`src/rtl/core/gmsp_pkg.sv`:
```
// Shared types, register map and reset constants of the global scan MPPT tracker.
`timescale 1ns / 1ps

package gmsp_pkg;

	localparam int ADC_BITS_DEF    = 10;
	localparam int OSC_LIMIT_DEF   = 4;
	localparam int START_SPEED_DEF = 4;

	localparam int DUTY_W   = 8;
	localparam int VCFG_W   = 10;
	localparam int THR_W    = 20;
	localparam int WIN_W    = 30;
	localparam int SPEED_W  = 3;
	localparam int OSC_W    = 3;
	localparam int ZONE_W   = 2;
	localparam int SHIFT_W  = 3;
	localparam int APB_AW   = 5;
	localparam int APB_DW   = 32;

	localparam logic [ZONE_W-1:0]  ZONE_DONE       = 2'd3;
	localparam logic [SHIFT_W-1:0] SCAN_SHIFT_BASE = 3'd3;

	localparam logic [DUTY_W-1:0] MIN_DUTY_RST   = 8'd32;
	localparam logic [DUTY_W-1:0] MAX_DUTY_RST   = 8'd230;
	localparam logic [DUTY_W-1:0] DUTY_RST       = 8'd230;
	localparam logic [THR_W-1:0]  RESCAN_THR_RST = 20'd1000;
	localparam logic [WIN_W-1:0]  ZONE0_WIN_RST  = 30'd377866590;
	localparam logic [WIN_W-1:0]  ZONE1_WIN_RST  = 30'd650773080;
	localparam logic [WIN_W-1:0]  ZONE2_WIN_RST  = 30'd913188675;
	localparam logic [VCFG_W-1:0] FINE_V_RST     = 10'd680;
	localparam logic [VCFG_W-1:0] MEDIUM_V_RST   = 10'd470;

	typedef enum logic [1:0] {
		MODE_PO     = 2'd0,
		MODE_SCAN   = 2'd1,
		MODE_STEADY = 2'd2
	} mode_t;

	typedef enum logic [2:0] {
		REG_MIN_DUTY   = 3'd0,
		REG_MAX_DUTY   = 3'd1,
		REG_RESCAN_THR = 3'd2,
		REG_ZONE0_WIN  = 3'd3,
		REG_ZONE1_WIN  = 3'd4,
		REG_ZONE2_WIN  = 3'd5,
		REG_FINE_V     = 3'd6,
		REG_MEDIUM_V   = 3'd7
	} reg_idx_t;

endpackage

```
`src/rtl/core/global_mppt_sweep_and_po.sv`:
```
// Global scan plus adaptive perturb-and-observe MPPT tracker top level.
// The input register frees whenever the result register advances, which out_ready can stall.
// Throughput: one item per cycle while the result register is not stalled.
// The power multiply and the mode update are combinational between the two registers.
// Reset (arst_n low, asynchronous): steady mode, duty 230, all tracking state cleared,
// configuration registers at their defaults, both pipeline registers empty.
`timescale 1ns / 1ps

module global_mppt_sweep_and_po #(
	parameter int ADC_BITS          = gmsp_pkg::ADC_BITS_DEF,
	parameter int OSCILLATION_LIMIT = gmsp_pkg::OSC_LIMIT_DEF,
	parameter int START_SPEED       = gmsp_pkg::START_SPEED_DEF
) (
	input  logic                         clk,
	input  logic                         arst_n,
	input  logic                         psel,
	input  logic                         penable,
	input  logic                         pwrite,
	input  logic [gmsp_pkg::APB_AW-1:0]  paddr,
	input  logic [gmsp_pkg::APB_DW-1:0]  pwdata,
	output logic [gmsp_pkg::APB_DW-1:0]  prdata,
	output logic                         pready,
	input  logic                         in_valid,
	output logic                         in_ready,
	input  logic [ADC_BITS-1:0]          pv_voltage,
	input  logic [ADC_BITS-1:0]          pv_current,
	output logic                         out_valid,
	input  logic                         out_ready,
	output logic [gmsp_pkg::DUTY_W-1:0]  duty,
	output logic [1:0]                   tracker_mode
);
	import gmsp_pkg::*;

	localparam int PW = 2 * ADC_BITS;
	localparam int VW = (ADC_BITS > VCFG_W) ? ADC_BITS : VCFG_W;
	localparam int TW = (PW > THR_W) ? PW : THR_W;
	localparam int DW = VW + 2;

	// configuration
	logic [DUTY_W-1:0] min_duty_q, max_duty_q;
	logic [THR_W-1:0]  rescan_thr_q;
	logic [WIN_W-1:0]  zone_win_q [3];
	logic [VCFG_W-1:0] fine_v_q, medium_v_q;
	reg_idx_t          cfg_idx;
	logic              cfg_wr;

	// pipeline
	logic                valid_s1;
	logic [ADC_BITS-1:0] pv_voltage_s1, pv_current_s1;
	logic                out_valid_q;
	logic                adv;

	// tracker state
	logic [DUTY_W-1:0] duty_q, duty_d;
	mode_t             mode_q, mode_d;
	logic [ZONE_W-1:0] zone_q, zone_d;
	logic [DUTY_W-1:0] zone_duty_q [3];
	logic [DUTY_W-1:0] zone_duty_d [3];
	logic [PW-1:0]     scan_best_p_q, scan_best_p_d;
	logic [DUTY_W-1:0] scan_best_duty_q, scan_best_duty_d;
	logic [ADC_BITS-1:0] prev_v_q, prev_v_d;
	logic [PW-1:0]     prev_p_q, prev_p_d;
	logic signed [PW:0] prev_dp_q, prev_dp_d;
	logic [PW-1:0]     track_best_p_q, track_best_p_d;
	logic [DUTY_W-1:0] track_best_duty_q, track_best_duty_d;
	logic [SPEED_W-1:0] speed_q, speed_d;
	logic [OSC_W-1:0]  osc_q, osc_d;

	// datapath
	logic [PW-1:0]       power;
	logic [VW-1:0]       v_ext, lo_ext, hi_ext, tg_ext, v_off;
	logic [WIN_W-1:0]    win;
	logic [SHIFT_W-1:0]  sh;
	logic signed [PW:0]  dp;
	logic                dp_ge0, dp_le0, dv_ge0, dv_le0, pd_ge0, pd_le0;
	logic [SPEED_W-1:0]  step;
	logic [SPEED_W-1:0]  speed_n;
	logic [OSC_W-1:0]    osc_n;
	logic [DUTY_W-1:0]   zone_next_duty;
	logic [PW-1:0]       p_diff;
	logic signed [DW-1:0] duty_ext, d_full, min_ext, max_ext;

	assign pready   = 1'b1;
	assign cfg_idx  = reg_idx_t'(paddr[4:2]);
	assign cfg_wr   = psel && penable && pwrite;

	always_comb begin
		case (cfg_idx)
			REG_MIN_DUTY:   prdata = APB_DW'(min_duty_q);
			REG_MAX_DUTY:   prdata = APB_DW'(max_duty_q);
			REG_RESCAN_THR: prdata = APB_DW'(rescan_thr_q);
			REG_ZONE0_WIN:  prdata = APB_DW'(zone_win_q[0]);
			REG_ZONE1_WIN:  prdata = APB_DW'(zone_win_q[1]);
			REG_ZONE2_WIN:  prdata = APB_DW'(zone_win_q[2]);
			REG_FINE_V:     prdata = APB_DW'(fine_v_q);
			REG_MEDIUM_V:   prdata = APB_DW'(medium_v_q);
			default:        prdata = '0;
		endcase
	end

	always_ff @(posedge clk or negedge arst_n) begin
		if (!arst_n) begin
			min_duty_q    <= MIN_DUTY_RST;
			max_duty_q    <= MAX_DUTY_RST;
			rescan_thr_q  <= RESCAN_THR_RST;
			zone_win_q[0] <= ZONE0_WIN_RST;
			zone_win_q[1] <= ZONE1_WIN_RST;
			zone_win_q[2] <= ZONE2_WIN_RST;
			fine_v_q      <= FINE_V_RST;
			medium_v_q    <= MEDIUM_V_RST;
		end else if (cfg_wr) begin
			case (cfg_idx)
				REG_MIN_DUTY:   min_duty_q    <= pwdata[DUTY_W-1:0];
				REG_MAX_DUTY:   max_duty_q    <= pwdata[DUTY_W-1:0];
				REG_RESCAN_THR: rescan_thr_q  <= pwdata[THR_W-1:0];
				REG_ZONE0_WIN:  zone_win_q[0] <= pwdata[WIN_W-1:0];
				REG_ZONE1_WIN:  zone_win_q[1] <= pwdata[WIN_W-1:0];
				REG_ZONE2_WIN:  zone_win_q[2] <= pwdata[WIN_W-1:0];
				REG_FINE_V:     fine_v_q      <= pwdata[VCFG_W-1:0];
				REG_MEDIUM_V:   medium_v_q    <= pwdata[VCFG_W-1:0];
				default: begin
				end
			endcase
		end
	end

	assign adv      = valid_s1 && (!out_valid_q || out_ready);
	assign in_ready = !valid_s1 || adv;

	always_ff @(posedge clk or negedge arst_n) begin
		if (!arst_n) begin
			valid_s1 <= 1'b0;
		end else if (in_valid && in_ready) begin
			valid_s1 <= 1'b1;
		end else if (adv) begin
			valid_s1 <= 1'b0;
		end
	end

	always_ff @(posedge clk) begin
		if (in_valid && in_ready) begin
			pv_voltage_s1 <= pv_voltage;
			pv_current_s1 <= pv_current;
		end
	end

	always_comb begin
		power    = PW'(pv_voltage_s1) * PW'(pv_current_s1);
		v_ext    = VW'(pv_voltage_s1);
		duty_ext = $signed({{(DW-DUTY_W){1'b0}}, duty_q});
		min_ext  = $signed({{(DW-DUTY_W){1'b0}}, min_duty_q});
		max_ext  = $signed({{(DW-DUTY_W){1'b0}}, max_duty_q});

		case (zone_q)
			2'd0:    win = zone_win_q[0];
			2'd1:    win = zone_win_q[1];
			2'd2:    win = zone_win_q[2];
			default: win = '0;
		endcase
		lo_ext = VW'(win[9:0]);
		hi_ext = VW'(win[19:10]);
		tg_ext = VW'(win[29:20]);
		sh     = SCAN_SHIFT_BASE + SHIFT_W'(zone_q);
		v_off  = (v_ext < tg_ext) ? (tg_ext - v_ext) : (v_ext - tg_ext);
		v_off  = v_off >> sh;

		dp     = $signed({1'b0, power}) - $signed({1'b0, prev_p_q});
		dp_ge0 = !dp[PW];
		dp_le0 = dp[PW] || (dp == '0);
		dv_ge0 = pv_voltage_s1 >= prev_v_q;
		dv_le0 = pv_voltage_s1 <= prev_v_q;
		pd_ge0 = !prev_dp_q[PW];
		pd_le0 = prev_dp_q[PW] || (prev_dp_q == '0);

		if (v_ext >= VW'(fine_v_q)) begin
			step = speed_q;
		end else if (v_ext >= VW'(medium_v_q)) begin
			step = speed_q >> 1;
		end else begin
			step = '0;
		end

		p_diff = (power > track_best_p_q) ? (power - track_best_p_q)
		                                  : (track_best_p_q - power);

		mode_d            = mode_q;
		zone_d            = zone_q;
		zone_duty_d       = zone_duty_q;
		scan_best_p_d     = scan_best_p_q;
		scan_best_duty_d  = scan_best_duty_q;
		prev_v_d          = prev_v_q;
		prev_p_d          = prev_p_q;
		prev_dp_d         = prev_dp_q;
		track_best_p_d    = track_best_p_q;
		track_best_duty_d = track_best_duty_q;
		speed_d           = speed_q;
		osc_d             = osc_q;
		speed_n           = speed_q;
		osc_n             = osc_q;
		zone_next_duty    = '0;
		d_full            = duty_ext;

		case (mode_q)
			MODE_SCAN: begin
				if (zone_q < ZONE_DONE) begin
					if (v_ext < lo_ext || v_ext > hi_ext) begin
						if (v_ext < tg_ext) begin
							d_full = duty_ext - $signed({2'b00, v_off});
						end else begin
							d_full = duty_ext + $signed({2'b00, v_off});
						end
					end else begin
						for (int i = 0; i < 3; i++) begin
							if (ZONE_W'(i) == zone_q) begin
								zone_duty_d[i] = duty_q;
							end
						end
						if (power > scan_best_p_q) begin
							scan_best_p_d    = power;
							scan_best_duty_d = duty_q;
						end
						zone_d = zone_q + 2'd1;
						case (zone_d)
							2'd1:    zone_next_duty = zone_duty_q[1];
							2'd2:    zone_next_duty = zone_duty_q[2];
							default: zone_next_duty = scan_best_duty_d;
						endcase
						d_full = $signed({{(DW-DUTY_W){1'b0}}, zone_next_duty});
						if (zone_d == ZONE_DONE) begin
							prev_v_d          = '0;
							prev_p_d          = '0;
							prev_dp_d         = '0;
							speed_d           = SPEED_W'(START_SPEED);
							track_best_p_d    = '0;
							track_best_duty_d = '0;
							mode_d            = MODE_PO;
						end
					end
				end
			end
			MODE_PO: begin
				if (power > track_best_p_q) begin
					track_best_duty_d = duty_q;
					track_best_p_d    = power;
				end
				if (prev_p_q != '0) begin
					if ((dp_ge0 && dv_ge0) || (dp_le0 && dv_le0)) begin
						d_full = duty_ext - $signed({{(DW-SPEED_W){1'b0}}, step});
					end else begin
						d_full = duty_ext + $signed({{(DW-SPEED_W){1'b0}}, step});
					end
					if (osc_q < OSC_W'(OSCILLATION_LIMIT)) begin
						if ((pd_ge0 && dp_le0) || (pd_le0 && dp_ge0)) begin
							osc_n = osc_q + 3'd1;
						end else begin
							osc_n = '0;
						end
					end
					if (osc_n == OSC_W'(OSCILLATION_LIMIT) && speed_q != '0) begin
						speed_n = speed_q >> 1;
						osc_n   = '0;
					end
					if (speed_n == '0) begin
						mode_d = MODE_STEADY;
						osc_n  = '0;
						d_full = $signed({{(DW-DUTY_W){1'b0}}, track_best_duty_d});
					end
					osc_d   = osc_n;
					speed_d = speed_n;
				end
				prev_dp_d = dp;
				prev_v_d  = pv_voltage_s1;
				prev_p_d  = power;
			end
			MODE_STEADY: begin
				if (TW'(p_diff) > TW'(rescan_thr_q)) begin
					mode_d           = MODE_SCAN;
					track_best_p_d   = '0;
					scan_best_p_d    = '0;
					scan_best_duty_d = '0;
					zone_d           = '0;
				end
			end
			default: begin
			end
		endcase

		if (d_full > max_ext) begin
			duty_d = max_duty_q;
		end else if (d_full < min_ext) begin
			duty_d = min_duty_q;
		end else begin
			duty_d = d_full[DUTY_W-1:0];
		end
	end

	always_ff @(posedge clk or negedge arst_n) begin
		if (!arst_n) begin
			out_valid_q       <= 1'b0;
			duty_q            <= DUTY_RST;
			mode_q            <= MODE_STEADY;
			zone_q            <= '0;
			zone_duty_q[0]    <= '0;
			zone_duty_q[1]    <= '0;
			zone_duty_q[2]    <= '0;
			scan_best_p_q     <= '0;
			scan_best_duty_q  <= '0;
			prev_v_q          <= '0;
			prev_p_q          <= '0;
			prev_dp_q         <= '0;
			track_best_p_q    <= '0;
			track_best_duty_q <= '0;
			speed_q           <= '0;
			osc_q             <= '0;
		end else begin
			if (adv) begin
				out_valid_q       <= 1'b1;
				duty_q            <= duty_d;
				mode_q            <= mode_d;
				zone_q            <= zone_d;
				zone_duty_q       <= zone_duty_d;
				scan_best_p_q     <= scan_best_p_d;
				scan_best_duty_q  <= scan_best_duty_d;
				prev_v_q          <= prev_v_d;
				prev_p_q          <= prev_p_d;
				prev_dp_q         <= prev_dp_d;
				track_best_p_q    <= track_best_p_d;
				track_best_duty_q <= track_best_duty_d;
				speed_q           <= speed_d;
				osc_q             <= osc_d;
			end else if (out_ready) begin
				out_valid_q <= 1'b0;
			end
		end
	end

	assign out_valid    = out_valid_q;
	assign duty         = duty_q;
	assign tracker_mode = mode_q;

`ifndef SYNTHESIS
	a_duty_in_limits: assert property (@(posedge clk) disable iff (!arst_n)
		adv && (min_duty_q <= max_duty_q) |=>
		(duty_q >= $past(min_duty_q)) && (duty_q <= $past(max_duty_q)))
		else $error("duty left the min/max window");

	a_po_speed_nonzero: assert property (@(posedge clk) disable iff (!arst_n)
		(mode_q == MODE_PO) |-> (speed_q != '0))
		else $error("P&O mode with zero speed");

	a_po_after_scan: assert property (@(posedge clk) disable iff (!arst_n)
		(mode_q == MODE_PO) |-> (zone_q == ZONE_DONE))
		else $error("P&O mode before the scan finished");

	a_osc_below_limit: assert property (@(posedge clk) disable iff (!arst_n)
		osc_q < OSC_W'(OSCILLATION_LIMIT))
		else $error("oscillation count reached its limit");
`endif

endmodule
```
`config.mk`:
```
export PLATFORM = sky130hd
export DESIGN_NAME = global_mppt_sweep_and_po
export DESIGN_NICKNAME = d
export VERILOG_FILES = /design/src/rtl/core/gmsp_pkg.sv /design/src/rtl/core/global_mppt_sweep_and_po.sv
export SDC_FILE = /design/constraint.sdc
export NUM_CORES = 1
export LEC_CHECK = 0
export BUFFER_PORTS_ARGS = -buffer_cell sky130_fd_sc_hd__buf_2
export CAP_MARGIN = 20
export CORE_MARGIN = 2
export CORE_UTILIZATION = 34
export CTS_CLUSTER_DIAMETER = 200
export CTS_CLUSTER_SIZE = 28
export DETAILED_ROUTE_END_ITERATION = 7
export GPL_ROUTABILITY_DRIVEN = 0
export HOLD_SLACK_MARGIN = 0.15
export SLEW_MARGIN = 10
export SYNTH_ARGS = -nofsm -noshare
export SYNTH_HDL_FRONTEND = slang
export SYNTH_SLANG_ARGS = --single-unit
export TNS_END_PERCENT = 10
```
`constraint.sdc`:
```
create_clock -name clk -period 9.5 [get_ports clk]
set_input_delay 0.475 -clock clk [delete_from_list [all_inputs] [get_ports clk]]
set_output_delay 0.475 -clock clk [all_outputs]
set_load 0.02 [all_outputs]
```
==> results of run 1 <==
==> final cells by class <==
cell class	instances	area share (%)
multi-input combinational	2004	54.02
inverter	274	3.361
tap	959	3.921
clock buffer	24	1.337
timing repair buffer	457	11.35
clock inverter	2	0.1268
sequential	309	25.88
==> stage by stage <==
stage	hold WS (ns)	setup TNS, ns	instance area (sq um)	worst slack (ns)
2_1_floorplan	0.1794	0	25180	0.002736
3_3_place_gp	0.4580	-21.33	28440	-0.4354
3_5_place_dp	0.4656	-31.53	28440	-0.6286
4_1_cts	0.1572	-4.773	30050	-0.2024
5_1_grt	0.1787	-49.17	30600	-0.8144
6_report	0.1758	-16.43	30600	-0.3604
==> sequential cells by signal, summed over array words and instances (netlist names), 10 cells and up <==
| signal | count |
|---|---|
| prev_dp_q | 21 |
| medium_v_q | 10 |
| pv_voltage_s1 | 10 |
| zone_duty_q | 16 |
| prev_v_q | 10 |
| prev_p_q | 20 |
| fine_v_q | 10 |
| pv_current_s1 | 10 |
| track_best_p_q | 20 |
| scan_best_p_q | 20 |
| rescan_thr_q | 20 |
| zone_win_q | 90 |
==> cell usage in the layout, fill, tap and decap left out, types with 18 or more instances in the layout <==
master / count
nor4_1: 19
mux2_2: 129
nand3_1: 44
buf_4: 305
a21oi_1: 103
edfxtp_1: 20
nor2_1: 116
a22o_1: 30
dfrtp_1: 219
buf_2: 99
nand2_1: 294
xor2_1: 21
and2_1: 63
a21o_1: 60
o21ai_1: 26
dlygate4sd3_1: 24
or2_2: 24
mux2i_1: 67
nand2_2: 18
inv_1: 260
xnor2_1: 34
nand2b_1: 21
nor2b_1: 24
o21ai_0: 147
dfstp_2: 70
fa_1: 68
o22ai_1: 21
o31ai_1: 19
a222oi_1: 22
ha_1: 244
==> cell families (layout without fill, tap and decap cells) <==
| group | count (synthesis) | after routing |
|---|---|---|
| compound gates | 663 | 663 |
| xor+xnor | 61 | 61 |
| fa+ha+maj | 332 | 332 |
| buf+inv | 402 | 757 |
| flops | 309 | 309 |
| mux | 209 | 209 |
| other cells | 2 | 3 |
| simple gates | 736 | 736 |
==> metal layers <==
layer / track usage (%) / vias up / wire length (microns)
li1: - / 10230 / -
met5: 0 / - / 0
met2: 32.06 / 497 / 34280
met3: 1.964 / 76 / 3196
met1: 27.60 / 10400 / 35370
met4: 4.505 / 0 / 1708
==> final timing paths <==
path	startpoint	endpoint	slack [ns]	depth (start not counted)
min in group asynchronous	arst_n	zone_win_q[15]$_DFFE_PN0P_	0.52	2
worst max register to register	pv_voltage_s1[3]$_DFFE_PP_	scan_best_p_q[0]$_DFFE_PN0P_	-0.36	50
worst max-delay path	pv_voltage_s1[3]$_DFFE_PP_	scan_best_p_q[0]$_DFFE_PN0P_	-0.36	50
worst min-delay path	pwdata[15]	rescan_thr_q[15]$_DFFE_PN0P_	0.18	3
worst min register to register	scan_best_p_q[8]$_DFFE_PN0P_	scan_best_p_q[8]$_DFFE_PN0P_	0.48	2
max in group asynchronous	arst_n	prev_dp_q[4]$_DFFE_PN0P_	6.72	4
==> timing repair <==
item	in CTS	in global routing
gates cloned	5	0
pin swaps	57	49
setup buffers	34	13
resized for setup	117	99
endpoints found under the hold margin	73	0
hold buffers	24	0
setup endpoints to repair	68	68
==> worst max-delay path, delay by kind of cell, from the launching register on <==
kind	cells	cell delay, ns
adder cells (fa/ha/maj)	8	3.09
multiplexers	1	0.32
flip-flops	1	0.45
AO/OA/AOI/OAI	20	2.84
AND/OR/NAND/NOR	11	1.68
buffers and inverters	8	0.88
XOR/XNOR	2	0.48
==> results by group, run 1 <==
STA
  – Worst Skew: 0.04824 ns
  – Final Hold Fails: 0
  – Fin crit period: 9.860 ns
  – Slew Viols, Final: 0
  – Worst Setup Slack, final: -0.3604 ns
  – Relative slew slack: 28.23%
  – Final worst path period share: 103.8%
  – Worst Tran Pin Value: 1.074 ns
  – Fmax: 0.1014 GHz
  – Unrepaired setup endpoints after global routing: true
  – Setup violators final: 66

Final layout
  – Reg area: 0.007920 sq mm
  – Fraction of layout cells with a size suffix above 1: 28.31%
  – Ant. Diodes: 0
  – Final net count: 3457
  – Synth-to-Final Area Change: 22.83%
  – Footprint of the multi-input gates: 0.01653 sq mm
  – Filler cell count: 7111
  – Final core area utilization: 42.08%
  – Layout Cells excl Fill: 4029

Clock tree
  – Clock Root Buffer: clkbuf_16
  – Skew-Pair Late Insertion Delay: 0.55 ns
  – Max Root-Sink Buffers: 3
  – Num Clock Sinks: 309
  – Clk slew on worst S/H paths: 0.12 ns
  – CTS buffer count: 15
  – CTS tree: done
  – H-tree Lvls: 1

Global route
  – Largest net degree at the start of global routing: 87
  – Total congestion overflow: 0
  – First-pass GRT wire length: 117.6 mm
  – GRT Total Usage: 19.51%
  – Vias in the first global route: 20800
  – Initial antenna violation count: 1

Worst setup path
  – WP data required: 9.96 ns
  – Slowest-stage cell, CP: fa_1
  – WP data arrival: 10.32 ns
  – Crit-path most repeated cell: fa_1
  – CP Class: reg2reg
  – CP startpoint kind: flop
  – CP Max Fanout: 7
  – CP max stage delay: 0.55 ns
  – Critical path endpoint category: flop

Placement
  – Placed cells: 3925
  – Final HPWL DP: 55.89 mm
  – Port Buf Inserts: 101

Logic synthesis
  – Largest family of logic cells by synthesized area: adder cells
  – Synth async-reset ratio: 93.53%
  – Count leader, synth: nand2_1
  – Synthesized area per cell: 9.179 sq um
  – Top cell type's share of synthesized area: 22.00%
  – Synth top cells by count: nand2_1, inv_1, ha_1
  – #FFs+latches synth: 309
  – Sequential area share after synthesis: 31.79%
  – XOR/XNOR Fraction of Synth Area: 2.145%
  – Dominant cell type by area after synthesis: dfrtp_1
  – Fraction of synthesized area in multiplexers: 9.272%
  – Synth cell types: 89
  – Synthesis Warnings: 0
  – Simple-gate portion of the synthesized area: 13.99%
  – Compound-Gate Fraction of Synth Area: 17.85%
  – Mapped Area: 0.02491 sq mm
  – Post-synth EDFFs: 20
  – Mapped Cells: 2714
  – Post-synthesis adder-cell area fraction: 18.75%
  – Area contributors post-synth: dfrtp_1, ha_1, dfstp_2
  – Top FF cell, synth: dfrtp_1

Floorplanning
  – Top-Level Pins: 109
  – Placement Rows: 99
  – Die footprint: 0.07545 sq mm
  – Die X: 274.7 microns
  – DIE HEIGHT: 274.7 microns
  – Core region area: 0.07271 sq mm
  – Starting Density: 34.26%

Outcome
  – Outcome: finished, violations left
  – Failing checks: negative setup slack

Route
  – Via density per instance: 5.263
  – Routed wire length: 74.55 mm
  – TritonRoute pass-1 iters: 6
  – DRC viols: 0
  – Antenna Violating Nets Remaining: 0
  – Wire length per cell: 18.50 microns
  – Via Count: 21200
  – Starting DRC count in detailed routing: 1392

Run
  – MaxCap Viol Count: 0

Min path
  – HP Class: in2reg
Power of run 1 is not shown: default switching activity piles up to over one toggle a cycle in this logic, so the estimate is an artifact.
==> run 2: changes to the inputs <==
- CORE_UTILIZATION: 34 -> 45
- PLACE_DENSITY: unset -> 0.61
==> results by group, run 2 (same netlist as run 1, synthesis figures left out) <==
Outcome
  – Outcome: finished, violations left
  – Failing checks: negative setup slack

Worst setup path
  – CP Class: reg2reg
  – FF-to-FF End: duty[4]$_DFFE_PN0P_
  – WP data arrival: 10.19 ns
  – CP startpoint: pv_voltage_s1[5]$_DFFE_PP_
  – CP max stage delay: 0.56 ns
  – CP Max Fanout: 8
  – RR Startpoint: pv_voltage_s1[5]$_DFFE_PP_
  – Crit-path most repeated cell: fa_1
  – CP startpoint kind: flop
  – R2R depth: 44
  – Slowest-stage cell, CP: fa_1
  – Critical Path End: duty[4]$_DFFE_PN0P_
  – Register-to-Register Setup Slack: -0.26 ns
  – WP data required: 9.93 ns
  – Critical path endpoint category: flop

Final layout
  – Final net count: 3419
  – Commonest non-fill, non-tap cell in the layout: nand2_1
  – Fraction of layout cells with a size suffix above 1: 26.25%
  – Final core area utilization: 53.89%
  – Reg area: 0.007920 sq mm
  – Max FFs per register: 90
  – Final Cell Area: 0.02958 sq mm
  – Filler cell count: 4980
  – Synth-to-Final Area Change: 18.72%
  – Biggest regs: zone_win_q x90, prev_dp_q x21
  – Ant. Diodes: 0
  – Most frequent cells in the layout: nand2_1, buf_4, inv_1, ha_1, dfrtp_1
  – Top reg by flops: zone_win_q
  – Footprint of the multi-input gates: 0.01627 sq mm

Route
  – Antenna Violating Nets Remaining: 0
  – TritonRoute pass-1 iters: 8
  – Via density per instance: 5.726
  – Wire length per cell: 19.83 microns
  – DRC viols: 0
  – Via Count: 21390
  – Starting DRC count in detailed routing: 1753
  – Routed wire length: 74.08 mm

Placement
  – Port Buf Inserts: 101
  – Dpl ws: -0.6241 ns
  – Cell Area, Placed: 0.02797 sq mm
  – Final HPWL DP: 56.01 mm

Clock tree
  – Skew-Pair Late Insertion Delay: 0.56 ns
  – Max Root-Sink Buffers: 3
  – CTS tree: done
  – H-tree Lvls: 1
  – Clk slew on worst S/H paths: 0.13 ns
  – Clock Root Buffer: clkbuf_16
  – Num Clock Sinks: 309
  – CTS buffer count: 15

Global route
  – Vias in the first global route: 21230
  – Initial antenna violation count: 2
  – Total congestion overflow: 0
  – GRT Total Usage: 25.65%
  – Largest net degree at the start of global routing: 80
  – First-pass GRT wire length: 116.3 mm

Floorplanning
  – Top-Level Pins: 109
  – DIE HEIGHT: 239.3 microns
  – Die footprint: 0.05726 sq mm
  – Starting Density: 45.39%
  – Placement Rows: 86
  – Die X: 239.3 microns
  – Core region area: 0.05488 sq mm

STA
  – Unrepaired setup endpoints after global routing: true
  – Worst Setup Slack, final: -0.2601 ns
  – Worst Skew: 0.03355 ns
  – Final worst path period share: 102.7%
  – Slew Viols, Final: 0
  – Setup violators final: 64
  – Fmax: 0.1025 GHz
  – Relative slew slack: 28.78%
  – Final Hold Fails: 0
  – Worst Tran Pin Value: 1.066 ns
  – Minimum hold slack: 0.1746 ns
  – Fin crit period: 9.760 ns

Run
  – MaxCap Viol Count: 0

Min path
  – Min-delay src: pwdata[17]
  – HP Class: in2reg
run 2: cell types whose count changed in the layout (fill, tap and decap cells not counted), sizes merged:
cell          delta
buf             -36
dlygate4sd3      -1
dlymetal6s2s     -1
run 2: worst min path at each step:
stage                                 endpoint  slack [ns]  cells after the start
3_5_place_dp     scan_best_p_q[11]$_DFFE_PN0P_        0.47                      2
5_1_grt             zone_win_q[80]$_DFFE_PN0P_        0.17                      2
2_1_floorplan              duty[0]$_DFFE_PN0P_        0.18                      0
6_report          rescan_thr_q[17]$_DFFE_PN0P_        0.17                      3
3_3_place_gp   scan_best_duty_q[6]$_DFFE_PN0P_        0.46                      2
4_1_cts           rescan_thr_q[10]$_DFFE_PN0P_        0.15                      3
run 2: through the flow:
stage | instances | TNS [ns]
global route | 3736 | -43.61
finish | 3736 | -7.829
floorplan | 2715 | 0
CTS | 3721 | -15.59
detailed placement | 3652 | -31.06
global placement | 3652 | -21.98
run 2: critical path, delay by kind of cell, from the launching register on:
| kind | cells | cell delay (ns) |
|---|---|---|
| XOR/XNOR | 1 | 0.24 |
| flip-flops | 1 | 0.53 |
| multiplexers | 1 | 0.35 |
| AO/OA/AOI/OAI | 16 | 3.15 |
| buffers and inverters | 8 | 0.57 |
| AND/OR/NAND/NOR | 10 | 1.57 |
| adder cells (fa/ha/maj) | 8 | 3.19 |
run 2: layout make-up:
type | count | area share (%)
timing repair buffer | 419 | 10.23
tap | 704 | 2.978
sequential | 309 | 26.78
inverter | 274 | 3.477
multi-input combinational | 2004 | 55.03
clock buffer | 24 | 1.383
clock inverter | 2 | 0.1311
run 2: layer usage:
layer / track usage [%] / wire [microns]
met1: 35.86 / 33690
met2: 42.34 / 34750
met3: 3.169 / 3921
met4: 6.117 / 1703
met5: 0 / 11
run 2: what timing repair did:
action                     CTS  global route
pin swaps                   29            43
hold endpoints to repair    89             0
hold buffers                23             0
gates cloned                 0             0
setup endpoints to repair   68            68
setup buffers               20            14
resized for setup           51            87
Power of run 2 is left out for the same reason.
==> run 3: changes to the inputs <==
- CTS_BUF_LIST: unset -> sky130_fd_sc_hd__clkbuf_8
==> results by group, run 3 (same netlist as run 1, synthesis figures left out) <==
Route
  – Via density per instance: 5.691
  – Antenna Violating Nets Remaining: 0
  – DRC viols: 0
  – TritonRoute pass-1 iters: 7
  – Routed wire length: 74.34 mm
  – Via Count: 21440
  – Starting DRC count in detailed routing: 1702
  – Wire length per cell: 19.73 microns

Clock tree
  – Clock Root Buffer: clkbuf_8
  – Num Clock Sinks: 309
  – Clk slew on worst S/H paths: 0.20 ns
  – CTS buffer count: 15
  – H-tree Lvls: 1
  – Max Root-Sink Buffers: 3
  – CTS tree: done
  – Skew-Pair Late Insertion Delay: 0.60 ns

STA
  – Worst Tran Pin Value: 1.082 ns
  – Fin crit period: 9.840 ns
  – Worst Setup Slack, final: -0.3396 ns
  – Final worst path period share: 103.6%
  – Unrepaired setup endpoints after global routing: true
  – Worst Skew: 0.05426 ns
  – Setup violators final: 64
  – Relative slew slack: 27.71%
  – Fmax: 0.1016 GHz
  – Final Hold Fails: 0
  – Slew Viols, Final: 0

Global route
  – GRT Total Usage: 25.66%
  – Largest net degree at the start of global routing: 80
  – Total congestion overflow: 0
  – Vias in the first global route: 21390
  – First-pass GRT wire length: 116.5 mm
  – Initial antenna violation count: 1

Final layout
  – Most frequent cells in the layout: nand2_1, buf_4, inv_1, ha_1, dfrtp_1
  – Biggest regs: zone_win_q x90, prev_dp_q x21
  – Commonest non-fill, non-tap cell in the layout: nand2_1
  – Fraction of layout cells with a size suffix above 1: 26.44%
  – Final core area utilization: 54.34%
  – Final net count: 3451
  – Top reg by flops: zone_win_q
  – Max FFs per register: 90
  – Ant. Diodes: 0
  – Synth-to-Final Area Change: 19.71%

Floorplanning
  – Core region area: 0.05488 sq mm
  – Die footprint: 0.05726 sq mm
  – Placement Rows: 86
  – Top-Level Pins: 109
  – Starting Density: 45.39%
  – Die X: 239.3 microns
  – DIE HEIGHT: 239.3 microns

Outcome
  – Outcome: finished, violations left
  – Failing checks: negative setup slack

Worst setup path
  – CP startpoint kind: flop
  – Critical path endpoint category: flop
  – Slowest-stage cell, CP: fa_1
  – CP max stage delay: 0.57 ns
  – WP data required: 10.02 ns
  – Crit-path most repeated cell: fa_1
  – CP Class: reg2reg
  – CP Max Fanout: 8
  – WP data arrival: 10.36 ns

Run
  – MaxCap Viol Count: 0

Placement
  – Port Buf Inserts: 101
  – Final HPWL DP: 56.01 mm

Min path
  – HP Class: in2reg
run 3: per-layer routing:
metal / up-vias / wire length (microns) / GRT usage [%]
met3: 98 / 4052 / 3.676
met1: 10570 / 33540 / 35.46
met5: - / 0 / 0
met4: 0 / 1844 / 6.307
met2: 573 / 34900 / 42.40
li1: 10210 / - / -
run 3: worst max-delay path: cells and delay by family (launching register included):
family / cells / cell delay [ns]
adder cells (fa/ha/maj): 8 / 3.06
flip-flops: 1 / 0.45
buffers and inverters: 8 / 0.73
XOR/XNOR: 1 / 0.25
AO/OA/AOI/OAI: 16 / 3.17
AND/OR/NAND/NOR: 10 / 1.69
multiplexers: 1 / 0.35
run 3: repair_timing:
| item | 4_1_cts | 5_1_grt |
|---|---|---|
| pin swaps | 27 | 56 |
| buffers inserted | 21 | 18 |
| setup endpoints to repair | 68 | 68 |
| gates resized for setup | 52 | 111 |
| hold buffers | 50 | 0 |
| hold endpoints to repair | 175 | 0 |
run 3: stage by stage:
stage	hold slack (ns)	TNS (ns)	cells	area, sq um	setup slack [ns]
6_report	0.1632	-10.03	3768	29820	-0.3396
2_1_floorplan	0.1794	0	2715	25180	0.002736
5_1_grt	0.1717	-41.93	3768	29820	-0.7281
4_1_cts	0.1562	-18.76	3749	29170	-0.3827
3_3_place_gp	0.4576	-21.98	3652	27970	-0.5249
3_5_place_dp	0.4659	-31.06	3652	27970	-0.6241
run 3: final timing paths:
path	from	end	slack, ns	cells after the start
max reg2reg	pv_voltage_s1[2]$_DFFE_PP_	duty[3]$_DFFE_PN0P_	-0.34	44
max in group asynchronous	arst_n	zone_win_q[58]$_DFFE_PN0P_	6.73	4
min reg2reg	scan_best_p_q[11]$_DFFE_PN0P_	scan_best_p_q[11]$_DFFE_PN0P_	0.50	2
max	pv_voltage_s1[2]$_DFFE_PP_	duty[3]$_DFFE_PN0P_	-0.34	44
min in group asynchronous	arst_n	zone_duty_q[5]$_DFFE_PN0P_	0.39	2
min	pwdata[2]	medium_v_q[2]$_DFFE_PN1P_	0.16	3
run 3: layout make-up:
cell class                      count  area [sq um]
Clock inverter                     11         71.32
Timing Repair Buffer              451          3367
Tap cell                          704         880.8
Inverter                          274          1028
Multi-Input combinational cell   2004         16350
Fill cell                        4996         25060
Sequential cell                   309          7920
Clock buffer                       15         206.4
Power of run 3 is left out for the same reason.
